===== src/rtl/dsivf_pkg.sv =====
// Shared constants and types for the dual-sensor inverse-variance fusion block.
package dsivf_pkg;

  // Default number of axes per sensor
  localparam int unsigned AxesDef = 3;

  // Field widths
  localparam int unsigned SampleW = 32;  // signed Q16.16 rate sample
  localparam int unsigned GainW   = 16;  // unsigned Q0.16 smoothing gain
  localparam int unsigned FloorW  = 32;  // unsigned Q16.16 variance floor
  localparam int unsigned SpreadW = 48;  // unsigned Q32.16 running variance

  // Configuration port
  localparam int unsigned CfgIdxW  = 2;
  localparam int unsigned CfgDataW = 32;

  typedef enum logic [CfgIdxW-1:0] {
    CfgGain  = 2'd0,
    CfgFloor = 2'd1
  } cfg_idx_e;

  localparam logic [GainW-1:0]  GainReset  = 16'd3277;
  localparam logic [FloorW-1:0] FloorReset = 32'd66;

  // Shared multiplier: unsigned operands, full product
  localparam int unsigned MulW  = 32;
  localparam int unsigned ProdW = 2 * MulW;

  // Accumulator for split products: a 48 x 32 bit product
  localparam int unsigned AccW = SpreadW + SampleW;

  // Divider: numerator magnitude, denominator, quotient
  localparam int unsigned DivNumW = AccW;
  localparam int unsigned DenW    = SpreadW + 1;
  localparam int unsigned QuotW   = SampleW;

endpackage


===== src/rtl/dsivf_mul.sv =====
// Shared 32 x 32 unsigned multiplier with a registered product.
module dsivf_mul (
  input  logic                        clk_i,
  input  logic [dsivf_pkg::MulW-1:0]  a_i,
  input  logic [dsivf_pkg::MulW-1:0]  b_i,
  output logic [dsivf_pkg::ProdW-1:0] prod_o
);
  import dsivf_pkg::*;

  logic [ProdW-1:0] prod_d, prod_q;

  // Full-width unsigned product
  assign prod_d = ProdW'(a_i) * ProdW'(b_i);

  always_ff @(posedge clk_i) begin
    prod_q <= prod_d;
  end

  assign prod_o = prod_q;

endmodule


===== config.mk =====
export PLATFORM = sky130hd
export DESIGN_NAME = dsivf_mul
export DESIGN_NICKNAME = d
export VERILOG_FILES = /design/src/rtl/dsivf_pkg.sv /design/src/rtl/dsivf_mul.sv
export SDC_FILE = /design/constraint.sdc
export NUM_CORES = 2
export LEC_CHECK = 0
export BUFFER_PORTS_ARGS = -buffer_cell sky130_fd_sc_hd__buf_2
export CORE_UTILIZATION = 61
export CTS_BUF_LIST = sky130_fd_sc_hd__clkbuf_8
export DETAILED_ROUTE_END_ITERATION = 8
export PLACE_DENSITY = 0.76
export SLEW_MARGIN = 5
export SYNTH_ARGS = -nofsm -noshare
export SYNTH_HDL_FRONTEND = slang
export SYNTH_SLANG_ARGS = --single-unit

===== constraint.sdc =====
create_clock -name clk_i -period 8.5 [get_ports clk_i]
set_clock_uncertainty 0.1 [all_clocks]
set_input_delay 0.85 -clock clk_i [delete_from_list [all_inputs] [get_ports clk_i]]
set_output_delay 0.85 -clock clk_i [all_outputs]
set_load 0.01 [all_outputs]

# Word level (Yosys, flattened, before mapping)

Cells that the tools add are included.

Bits in read-only memories: 0
Input port bits: 65
Bits in latches: 0
Memories kept: 0
RAM bits: 0
Register bits after elaboration: 64

Order comparisons: 0
Reductions and logical operators: 0
Add/subtract/negate cells: 0
Mux-type cells: 0
Multiply operators: 1
Divide/modulo/power cells: 0
Shift operators: 0
Bitwise operators: 0
Equality and inequality tests: 0

Operators by type and width:

| kind             | count |
|---|---|
| $mul A32 B32 Y64 | 1 |

# Longest topological paths before layout

Depth in word-level cells: 1
Mapped depth: 29
Gate-level depth less buffers: 27

# Least setup slack after synthesis

No wires, ideal clock.

Path type: input -> register
Start point: input a_i[25] in the netlist's numbering
End point: register prod_q[62] (netlist: prod_o[62])
Cell stages on the path: 25
Setup slack: 0.802 ns
Buffers on the path: 2
Required time: 8.328 ns
Arrival time: 7.526 ns
Cell sequence: clkbuf_1 > nand2_1 > fa_1 > inv_1 > fa_1 > inv_1 > fa_1 > inv_1 > fa_1 > fa_1 > fa_1 > fa_1 > inv_1 > fa_1 > inv_1 > ha_1 > buf_2 > nand4_1 > or4_1 > or3_1 > a31oi_1 > a31o_2 > a211oi_1 > o21ai_1 > xor2_1

Word-level cells in the longest chain between the ends: 1

Ends and longest elaborated chain:

| element              | line            | RTL |
|---|---|---|
| start, declared      | dsivf_mul.sv:4  | `input logic [dsivf_pkg::MulW-1:0] a_i,` |
| $mul A32 B32 Y64     | dsivf_mul.sv:13 | `assign prod_d = ProdW'(a_i) * ProdW'(b_i);` |
| via prod_d[62]       | dsivf_mul.sv:10 | `logic [ProdW-1:0] prod_d, prod_q;` |
| end signal, assigned | dsivf_mul.sv:16 | `prod_q <= prod_d;` |
| end, declared        | dsivf_mul.sv:10 |  |

The timed path passes the listed nets, and every way through them passes these cells.

# Worst setup path after layout

Start point: input a_i[14] in the netlist's numbering
End point: register prod_q[62] (netlist: prod_o[62])

The elaborated chain is that of the path after synthesis.

==> reports/results.ini <==
[layout]
multiInputGateArea_um2=29200
drive_gt1_frac=0.0638
largest_reg_flops=64
seqCellArea_um2=1280
fin_nets=4979
fillers=4591
area_delta_synth_final_pct=4.53

[sta]
min_period_ns=8.17
hold_viol=0
setup_viol=0
maxSlewViolCount=0
tns_ns=0
fin_crit_sh=0.962
rsz0062_at_grt=no
maxSlewHeadroom=0.516
timing.fmax_ghz=0.122
worstMarginPinSlew_ns=0.727

[clock_tree]
cts-root-buf=clkbuf_8
clk_path_buf_depth=2
cts.sinks=64
numCtsBuffers=9
path_clk_slew_ns=0.08
ctsResizeCount=0
postCtsHoldBufs=0
postCtsSetupBuffers=0
cts_tree=done
ctsHtreeMaxLevel=3

[global_route]
grt-ovfl-total=0
grt_max_degree=33
grt_util_all_layers=0.326
grt_pass1_wl_um=144000
grt_pass1_vias=27400
antenna_found_initial=6

[route]
routed_via_density=5.59
first_iter_violations=1657
vias=25300
routed_wl_um=87900
route.met3.wl_um=5180
wl_per_cell_um=19.5
drc=0
drtPass1Iterations=5
wl_met1_um=32000
postRouteAntennaNets=0
met2_length_um=45100
top_layer_used=met4

[critical_path]
critPathCaptureType=flop
start_kind=input port
critical_path_arrival_ns=8.37
crit_required_ns=8.69
critPathKind=input port to flop
crit_fanout=32

[logic_synthesis]
synth_edf_count=0
synth_cell_types=56
synth_ff_type=dfxtp_1
synthesis.area_um2=34600
synth_fa_ha_area_frac=0.613
yosysWarnings=0
syn-instance-count=3758
synth_common_cells=896 x fa_1, 863 x inv_1, 603 x and2_1
syn_area_per_cell_um2=9.21
synth-seq-cells=64
yosys.area.top_type=fa_1
async_flop_share=0
synth_top_family_by_area=adder cells
synth_top_area_share=0.518
synth-compound-area-share=0.0392
syn_nets=4982
yosysMostFrequentCell=fa_1
ys_top_cells_by_area=fa_1 52%, and2_1 11%, ha_1 9.5%
synthXorXnorAreaFrac=0.0149
synth.area.mux_share=0.000289
synth_seq_area_share=0.0370
yosys.area_share.simple=0.177

[status]
status=complete, no violations

[hold_path]
min_path_type=input port to flop

[job]
maxCapViolations=0

[die]
die_area_um2=57700
core_area_um2=55600
start_util=0.622
rows=86
die_w_um=240
chipHeight_um=240
io-pin-count=129

[placed_design]
gp_congestion=0.955
numPortBuffers=128
dp.final_hpwl_um=74500

## worst max-delay path: stages
cell and delay, ns:
buf_2 0.56, and2_1 0.27, fa_1 0.44, fa_1 0.52
inv_1 0.06, fa_1 0.50, fa_1 0.52, inv_1 0.06
fa_1 0.55, fa_1 0.43, fa_1 0.52, fa_1 0.46
ha_1 0.47, nand4_1 0.13, or4_1 0.57, or3_1 0.37
a31oi_1 0.37, a31o_2 0.27, a211oi_1 0.11, o21ai_1 0.17
xor2_1 0.14
## layout by cell type, fill, tap and decap left out, types with 11 or more instances in the layout
cell / instances
nand4_1: 24
xor2_1: 26
clkbuf_8: 11
buf_4: 84
a21oi_1: 68
buf_2: 128
nand2_1: 478
fa_1: 896
and3_1: 14
dfxtp_1: 64
a21o_1: 37
nand3_1: 12
ha_1: 263
a31oi_1: 11
and2_1: 603
o21ai_0: 28
inv_1: 863
xnor2_1: 33
nor2_1: 21
## worst paths after layout
| path | startpoint | to | slack, ns | cells after the start |
|---|---|---|---|---|
| min | b_i[0] | prod_o[0] | 1.04 | 2 |
| max | a_i[14] | prod_o[62] | 0.33 | 21 |
## stage by stage
step                instance area (µm²)  hold slack, ns  cells   util  setup slack, ns
floorplan                         34600           0.877   3758      -            0.802
finish                            36200            1.04   4514  0.651            0.325
CTS                               36200            1.01   4508  0.650            0.415
global placement                  36000            1.14   4492  0.647            0.126
detailed placement                36000            1.14   4492  0.647           0.0353
global route                      36200            1.04   4511  0.651           0.0739
## kinds of logic (layout without fill, tap and decap cells)
kind of cell / after synthesis / after routing
other: 0 / 6
and+or+nand+nor: 1180 / 1180
xor gates and xnor gates: 59 / 59
muxes: 1 / 1
adders and majority gates: 1159 / 1159
AOI/OAI and AO/OA: 205 / 205
DFF: 64 / 64
buffers and inverters: 1090 / 1092
## final cells by class
type	instances	share of cell area
Antenna cell	6	0.000415
Clock buffer	11	0.00418
Clock inverter	5	0.00107
Inverter	863	0.0895
Multi-Input combinational cell	2604	0.808
Sequential cell	64	0.0354
Tap cell	748	0.0259
Timing Repair Buffer	213	0.0357
## layer usage
layer | vias up | global-route usage
li1 | 10900 | -
met4 | 0 | 0.171
met3 | 291 | 0.0420
met1 | 13100 | 0.398
met2 | 959 | 0.565
met5 | - | 0
Power is left out: the tool's default activity adds up to more than one toggle a clock period on the data nets, which glitch-free logic cannot reach.
