**config.mk**
```make
export PLATFORM = sky130hd
export DESIGN_NAME = dsivf_div
export DESIGN_NICKNAME = d
export VERILOG_FILES = /design/src/rtl/dsivf_pkg.sv /design/src/rtl/dsivf_div.sv
export SDC_FILE = /design/constraint.sdc
export NUM_CORES = 1
export LEC_CHECK = 0
export BUFFER_PORTS_ARGS = -buffer_cell sky130_fd_sc_hd__buf_2
export CAP_MARGIN = 20
export CORE_UTILIZATION = 41
export CTS_BUF_LIST = sky130_fd_sc_hd__clkbuf_4 sky130_fd_sc_hd__clkbuf_8 sky130_fd_sc_hd__clkbuf_16
export CTS_CLUSTER_SIZE = 24
export DETAILED_ROUTE_END_ITERATION = 7
export SLEW_MARGIN = 15
export SYNTH_ARGS = -nofsm -noshare
export SYNTH_HDL_FRONTEND = slang
export SYNTH_SLANG_ARGS = --single-unit
```
**constraint.sdc**
```tcl
create_clock -name clk_i -period 4.3 [get_ports clk_i]
set_clock_uncertainty 0.05 [all_clocks]
set_input_delay 0.86 -clock clk_i [delete_from_list [all_inputs] [get_ports clk_i]]
set_output_delay 0.86 -clock clk_i [all_outputs]
set_load 0.02 [all_outputs]
```
**src/rtl/dsivf_pkg.sv**
```systemverilog
// Shared constants and types for the dual-sensor inverse-variance fusion block.
package dsivf_pkg;

  // Default number of axes per sensor
  localparam int unsigned AxesDef = 3;

  // Field widths
  localparam int unsigned SampleW = 32;  // signed Q16.16 rate sample
  localparam int unsigned GainW   = 16;  // unsigned Q0.16 smoothing gain
  localparam int unsigned FloorW  = 32;  // unsigned Q16.16 variance floor
  localparam int unsigned SpreadW = 48;  // unsigned Q32.16 running variance

  // Configuration port
  localparam int unsigned CfgIdxW  = 2;
  localparam int unsigned CfgDataW = 32;

  typedef enum logic [CfgIdxW-1:0] {
    CfgGain  = 2'd0,
    CfgFloor = 2'd1
  } cfg_idx_e;

  localparam logic [GainW-1:0]  GainReset  = 16'd3277;
  localparam logic [FloorW-1:0] FloorReset = 32'd66;

  // Shared multiplier: unsigned operands, full product
  localparam int unsigned MulW  = 32;
  localparam int unsigned ProdW = 2 * MulW;

  // Accumulator for split products: a 48 x 32 bit product
  localparam int unsigned AccW = SpreadW + SampleW;

  // Divider: numerator magnitude, denominator, quotient
  localparam int unsigned DivNumW = AccW;
  localparam int unsigned DenW    = SpreadW + 1;
  localparam int unsigned QuotW   = SampleW;

endpackage

```
**src/rtl/dsivf_div.sv**
```systemverilog
// Restoring divider, one quotient bit per cycle, for the fused-rate quotient.
module dsivf_div (
  input  logic                          clk_i,
  input  logic                          rst_ni,
  input  logic                          start_i,
  input  logic [dsivf_pkg::DivNumW-1:0] dividend_i,
  input  logic [dsivf_pkg::DenW-1:0]    divisor_i,
  output logic                          done_o,
  output logic [dsivf_pkg::QuotW-1:0]   quot_o
);
  import dsivf_pkg::*;

  localparam int unsigned CntW = $clog2(QuotW + 1);

  logic             busy_d, busy_q;
  logic [CntW-1:0]  cnt_d, cnt_q;
  logic [DenW-1:0]  dvs_d, dvs_q;
  logic [DenW-1:0]  rem_d, rem_q;
  logic [QuotW-1:0] lo_d, lo_q;
  logic [DenW:0]    trial;
  logic [DenW:0]    trial_sub;
  logic             ge;

  // One restoring step: shift in the next numerator bit, try the subtract
  assign trial     = {rem_q, lo_q[QuotW-1]};
  assign trial_sub = trial - {1'b0, dvs_q};
  assign ge        = (trial >= {1'b0, dvs_q});

  always_comb begin
    busy_d = busy_q;
    cnt_d  = cnt_q;
    dvs_d  = dvs_q;
    rem_d  = rem_q;
    lo_d   = lo_q;
    if (start_i) begin
      // The high part of the numerator is already below the divisor
      busy_d = 1'b1;
      cnt_d  = CntW'(QuotW);
      dvs_d  = divisor_i;
      rem_d  = DenW'(dividend_i[DivNumW-1:QuotW]);
      lo_d   = dividend_i[QuotW-1:0];
    end else if (busy_q) begin
      if (cnt_q != '0) begin
        cnt_d = cnt_q - 1'b1;
        rem_d = ge ? trial_sub[DenW-1:0] : trial[DenW-1:0];
        lo_d  = {lo_q[QuotW-2:0], ge};
      end else begin
        busy_d = 1'b0;
      end
    end
  end

  always_ff @(posedge clk_i or negedge rst_ni) begin
    if (!rst_ni) begin
      busy_q <= 1'b0;
      cnt_q  <= '0;
    end else begin
      busy_q <= busy_d;
      cnt_q  <= cnt_d;
    end
  end

  always_ff @(posedge clk_i) begin
    dvs_q <= dvs_d;
    rem_q <= rem_d;
    lo_q  <= lo_d;
  end

  assign done_o = busy_q && (cnt_q == '0);
  assign quot_o = lo_q;

endmodule

```
# Word level (Yosys, flattened, before mapping)
# Cells that the tools add are included.
# word_totals
ff_bits	137
out_inout_bits	33
elab_cells	29
# op_classes
add_sub_neg	2
n_mux	13
reduce_logical	7
order_cmp	1
# ops
op	n
48-bit two-way mux	3
32-bit two-way mux	3
50-bit by 49-bit >= comparator with 1-bit output	1
49-bit two-way mux	1
49-bit subtractor	1
6-bit two-way mux	3
6-bit logical NOT	1
6-bit nonzero test	1
6-bit by 1-bit subtractor with 6-bit output, second input constant	1
2-bit AND reduction	2
2-bit nonzero test	2
1-bit two-way mux	3
1-bit logical AND	1

# Logic depth before layout (Yosys ltp)
# logic_depth
depth_word	5
ltp_mapped	15
ltp_nobuf	13

# Least setup slack after synthesis
# No wires, ideal clock.
# synth_path
path_type	input to register
start	input start_i
end	register lo_q[0] (netlist: quot_o[0]), enable pin
path_slack_ns	0.555
arrival_time_ns	2.897
path_stages	4
n_path_buf	2
setup_time_ns	0.798
path_cell_list	inv_1 > clkbuf_1 > clkbuf_1 > nand2_1
# synth_via
elab_chain_len	2
elab_cells_between_ends	3
cone_classes	reduce/logical: 3
# synth_rtl
element	line	text
start, declared	dsivf_div.sv:5	input logic start_i,
2-bit nonzero test (no source line)	--	
2-bit AND reduction (no source line) *	--	
end signal, assigned	dsivf_div.sv:66	lo_q <= lo_d;
end, declared	dsivf_div.sv:19	logic [QuotW-1:0] lo_d, lo_q;
# Every way passes the cells marked *; elsewhere a longest branch is shown, timed or not.
# A chain may end at the register's enable or synchronous reset.

# Worst setup path after layout
# layout_path
start	register lo_q[31] (netlist: quot_o[31])
end	register rem_q[40], data pin
# layout_via
elab_chain_len	5
elab_cells_between_ends	6
cone_classes	add/sub: 1; order compare: 1; mux: 4
# layout_rtl
element	line	text
49-bit subtractor or 50-bit by 49-bit >= comparator with 1-bit output (tied branches)	dsivf_div.sv:26, dsivf_div.sv:27	
49-bit two-way mux *	dsivf_div.sv:45	rem_d = ge ? trial_sub[DenW-1:0] : trial[DenW-1:0];
48-bit two-way mux *	dsivf_div.sv:43	if (cnt_q != '0) begin
48-bit two-way mux *	dsivf_div.sv:42	end else if (busy_q) begin
48-bit two-way mux *	dsivf_div.sv:35	if (start_i) begin
named net rem_d[40]	dsivf_div.sv:18	logic [DenW-1:0] rem_d, rem_q;
end signal, assigned	dsivf_div.sv:65	rem_q <= rem_d;
end, declared	dsivf_div.sv:18	
# Mark *: on every way through the listed nets, which the timed path passes. The rest lies on a longest branch. The select of a mux whose other input is x is not followed.

==> impl_metrics.json <==
{
  "cts-root-buf": "clkbuf_16",
  "avgSynthCellArea_um2": 9.96,
  "setup_viol": 0,
  "finalSetupTns_ns": 0,
  "h-tree-depth": 4,
  "routed_via_density": 5.41,
  "finalWirelength_um": 22700,
  "pwr-share-comb_pct": 53.3,
  "wl_per_cell_um": 17.0,
  "p_seq_share_pct": 27.9,
  "area_growth_syn_to_layout_pct": 19.3,
  "cts_buffer_depth": 2,
  "maxCapViolCount": 0,
  "slew_viol_final": 0,
  "drt_iter0_markers": 420,
  "globalplace.congestion": 0.926,
  "clk_pin_slew_ns": 0.07,
  "vias": 7222,
  "wirelength_met1_um": 11000,
  "grt_max_degree": 65,
  "r2r-end": "rem_q[40]$_DFFE_PP_",
  "design_area_um2": 10600,
  "clk-insertion-delay-late_ns": 0.44,
  "synth_area_um2": 8850,
  "top_layer": "met5",
  "p_int_uw": 4450,
  "track_usage_pct": 21.0,
  "cts_resized": 0,
  "max_slew_margin_pct": 47.5,
  "yosysTopAreaCellShare_pct": 43.7,
  "powerDensity_nw_per_um2": 749,
  "portBuffers": 164,
  "r2r_setup_slack_ns": 0.46,
  "hold_buffers": 0,
  "ys_seq_area_share_pct": 46.0,
  "ant_nets": 0,
  "die_w_um": 149,
  "rows": 53,
  "core_area_um2": 21100,
  "yosysMostFrequentCell": "edfxtp_1",
  "register_area_um2": 4070,
  "min_period_ns": 3.84,
  "status": "finished, final reports clean",
  "grt_pass1_wl_um": 36300,
  "grt_pass1_vias": 7181,
  "total_power_uw": 7920,
  "max_clock_freq_mhz": 261,
  "r2r_start": "quot_o[31]$_DFFE_PP_",
  "cp_slowest_cell": "or2_1",
  "worstPathRequired_ns": 4.45,
  "crit_path_frequent_cell": "inv_1",
  "rsz0062_at_grt": "false",
  "synth_commonest_cells": "129 x edfxtp_1, 106 x nand2_1, 75 x a21oi_1",
  "post-dp-hpwl_um": 16800,
  "crit_type": "reg2reg",
  "synthCells": 889,
  "fin_crit_sh_pct": 89.2,
  "clock-sinks": 137,
  "firstDrtPassIters": 5,
  "swShare_pct": 43.9,
  "dieArea_um2": 22200,
  "drive_gt1_share_pct": 24.8,
  "ys.flop_type": "edfxtp_1",
  "nFillCells": 1972,
  "yosysTopAreaCell": "edfxtp_1",
  "async_flop_share_pct": 5.11,
  "ys_top_cells_by_area": "edfxtp_1 44%, ha_1 7.2%, nand2_1 4.5%",
  "power.share.clock_pct": 18.8,
  "start_util_pct": 42.0,
  "postCtsSetupBuffers": 0,
  "yosys_warnings": 0,
  "met2WireLength_um": 10000,
  "cts_tree": "yes",
  "final_util_pct": 50.1,
  "path_cells": "inv_1 > ha_1 > inv_1 > fa_1 > a211o_1 > a211oi_1 > o21bai_1 > o211ai_2 > nand3_1 > a211oi_2 > or2_1 > or3_1 > and4_1",
  "cts_buffers": 17,
  "drc_errors": 0,
  "cp.arrival_ns": 3.98,
  "p_leak_uw": 0.00451,
  "power_switching_uw": 3470,
  "ys_ff_latch": 137,
  "hold_viol": 0,
  "antenna_found_initial": 3,
  "fp.dieH_um": 149,
  "peakVddDrop_mv": 0.322,
  "tightest_slew_ns": 0.787,
  "crit_fanout": 17,
  "multiInputGateArea_um2": 4350,
  "final_nets": 1229,
  "slowest_delay_ns": 0.51,
  "startpoint_type": "flop",
  "overflow": 0,
  "crit_path_end_kind": "flop",
  "io_pins": 165,
  "synth_cell_types": 73,
  "worstHoldPathType": "in2async",
  "place_area_um2": 9970,
  "syn_nets": 1073,
  "reg2reg_depth": 13,
  "route.met3.wl_um": 1170,
  "synth_edf_count": 129
}
-- worst max path at each step --
stage,from,to,slack (ns)
finish,quot_o[31]$_DFFE_PP_,rem_q[40]$_DFFE_PP_,0.46
global route,quot_o[31]$_DFFE_PP_,rem_q[40]$_DFFE_PP_,0.23
CTS,quot_o[31]$_DFFE_PP_,quot_o[0]$_DFFE_PP_,0.46
detailed placement,quot_o[31]$_DFFE_PP_,quot_o[0]$_DFFE_PP_,0.46
global placement,quot_o[31]$_DFFE_PP_,quot_o[0]$_DFFE_PP_,0.56
floorplan,start_i,quot_o[0]$_DFFE_PP_,0.55
-- critical path: cells and delay by family (launching register included) --
| family | cells | cell delay (ns) |
|---|---|---|
| buf+inv | 2 | 0.14 |
| fa+ha+maj | 2 | 0.58 |
| flops | 1 | 0.41 |
| compound gates | 5 | 1.15 |
| simple gates | 4 | 1.27 |
-- cell type report --
class	instances	area share [%]
multi-input cells	643	41.2
flip-flops and latches	137	38.5
repair buffers	180	9.05
clock buffers	17	4.03
well taps	275	3.26
inverters	66	2.35
clock inverters	15	1.56
diodes	2	0.0474
-- power groups by stage --
stage               Clock, µW  Combinational (µW)  Sequential, µW
finish                   1490                4220            2210
global route             1570                4660            2270
CTS                      1520                4190            2210
detailed placement          0                4150            2230
global placement            0                4150            2230
floorplan                   0                3050            2300
-- cells in the final DEF (no fill, tap or decap), drive strengths merged, types with 7 or more instances in the layout --
cell	n
edfxtp	129
inv	78
buf	180
dfrtp	7
a31oi	28
xnor2	32
o21ai	43
nor4	8
xor2	11
a211oi	7
mux2	34
nand2	107
o21bai	8
a21o	17
a21oi	75
and3	8
ha	51
nor2b	7
o21a	14
clkbuf	17
nand4	19
nor2	57
nor3	16
a2bb2oi	8
nand3	13
-- cell families after synthesis --
family,Yosys count,synth area share (%)
AND/OR/NAND/NOR,263,14.3
buffers and inverters,109,4.99
AO/OA/AOI/OAI,249,18.6
flip-flops,137,46.0
XOR/XNOR,43,4.25
adder cells (fa/ha/maj),52,7.43
multiplexers,36,4.55
-- routing by layer --
metal	vias to the layer above	GRT usage, %
met4	2	7.19
met3	31	4.89
met2	186	32.5
li1	3613	-
met5	-	0
met1	3390	28.7
-- registers in the layout, indices dropped and copies added (netlist names) --
register / count
cnt_q: 6
rem_q: 49
quot_o: 32
busy_q: 1
dvs_q: 49
-- through the flow --
stage | cells | setup slack [ns] | hold slack (ns)
after floorplan | 889 | 0.555 | 0.452
final | 1335 | 0.464 | 0.202
after detailed placement | 1301 | 0.459 | 0.481
after global placement | 1301 | 0.561 | 0.477
after global routing | 1333 | 0.234 | 0.197
after CTS | 1333 | 0.460 | 0.193
Note: power is estimated with default switching activity, not from simulation.
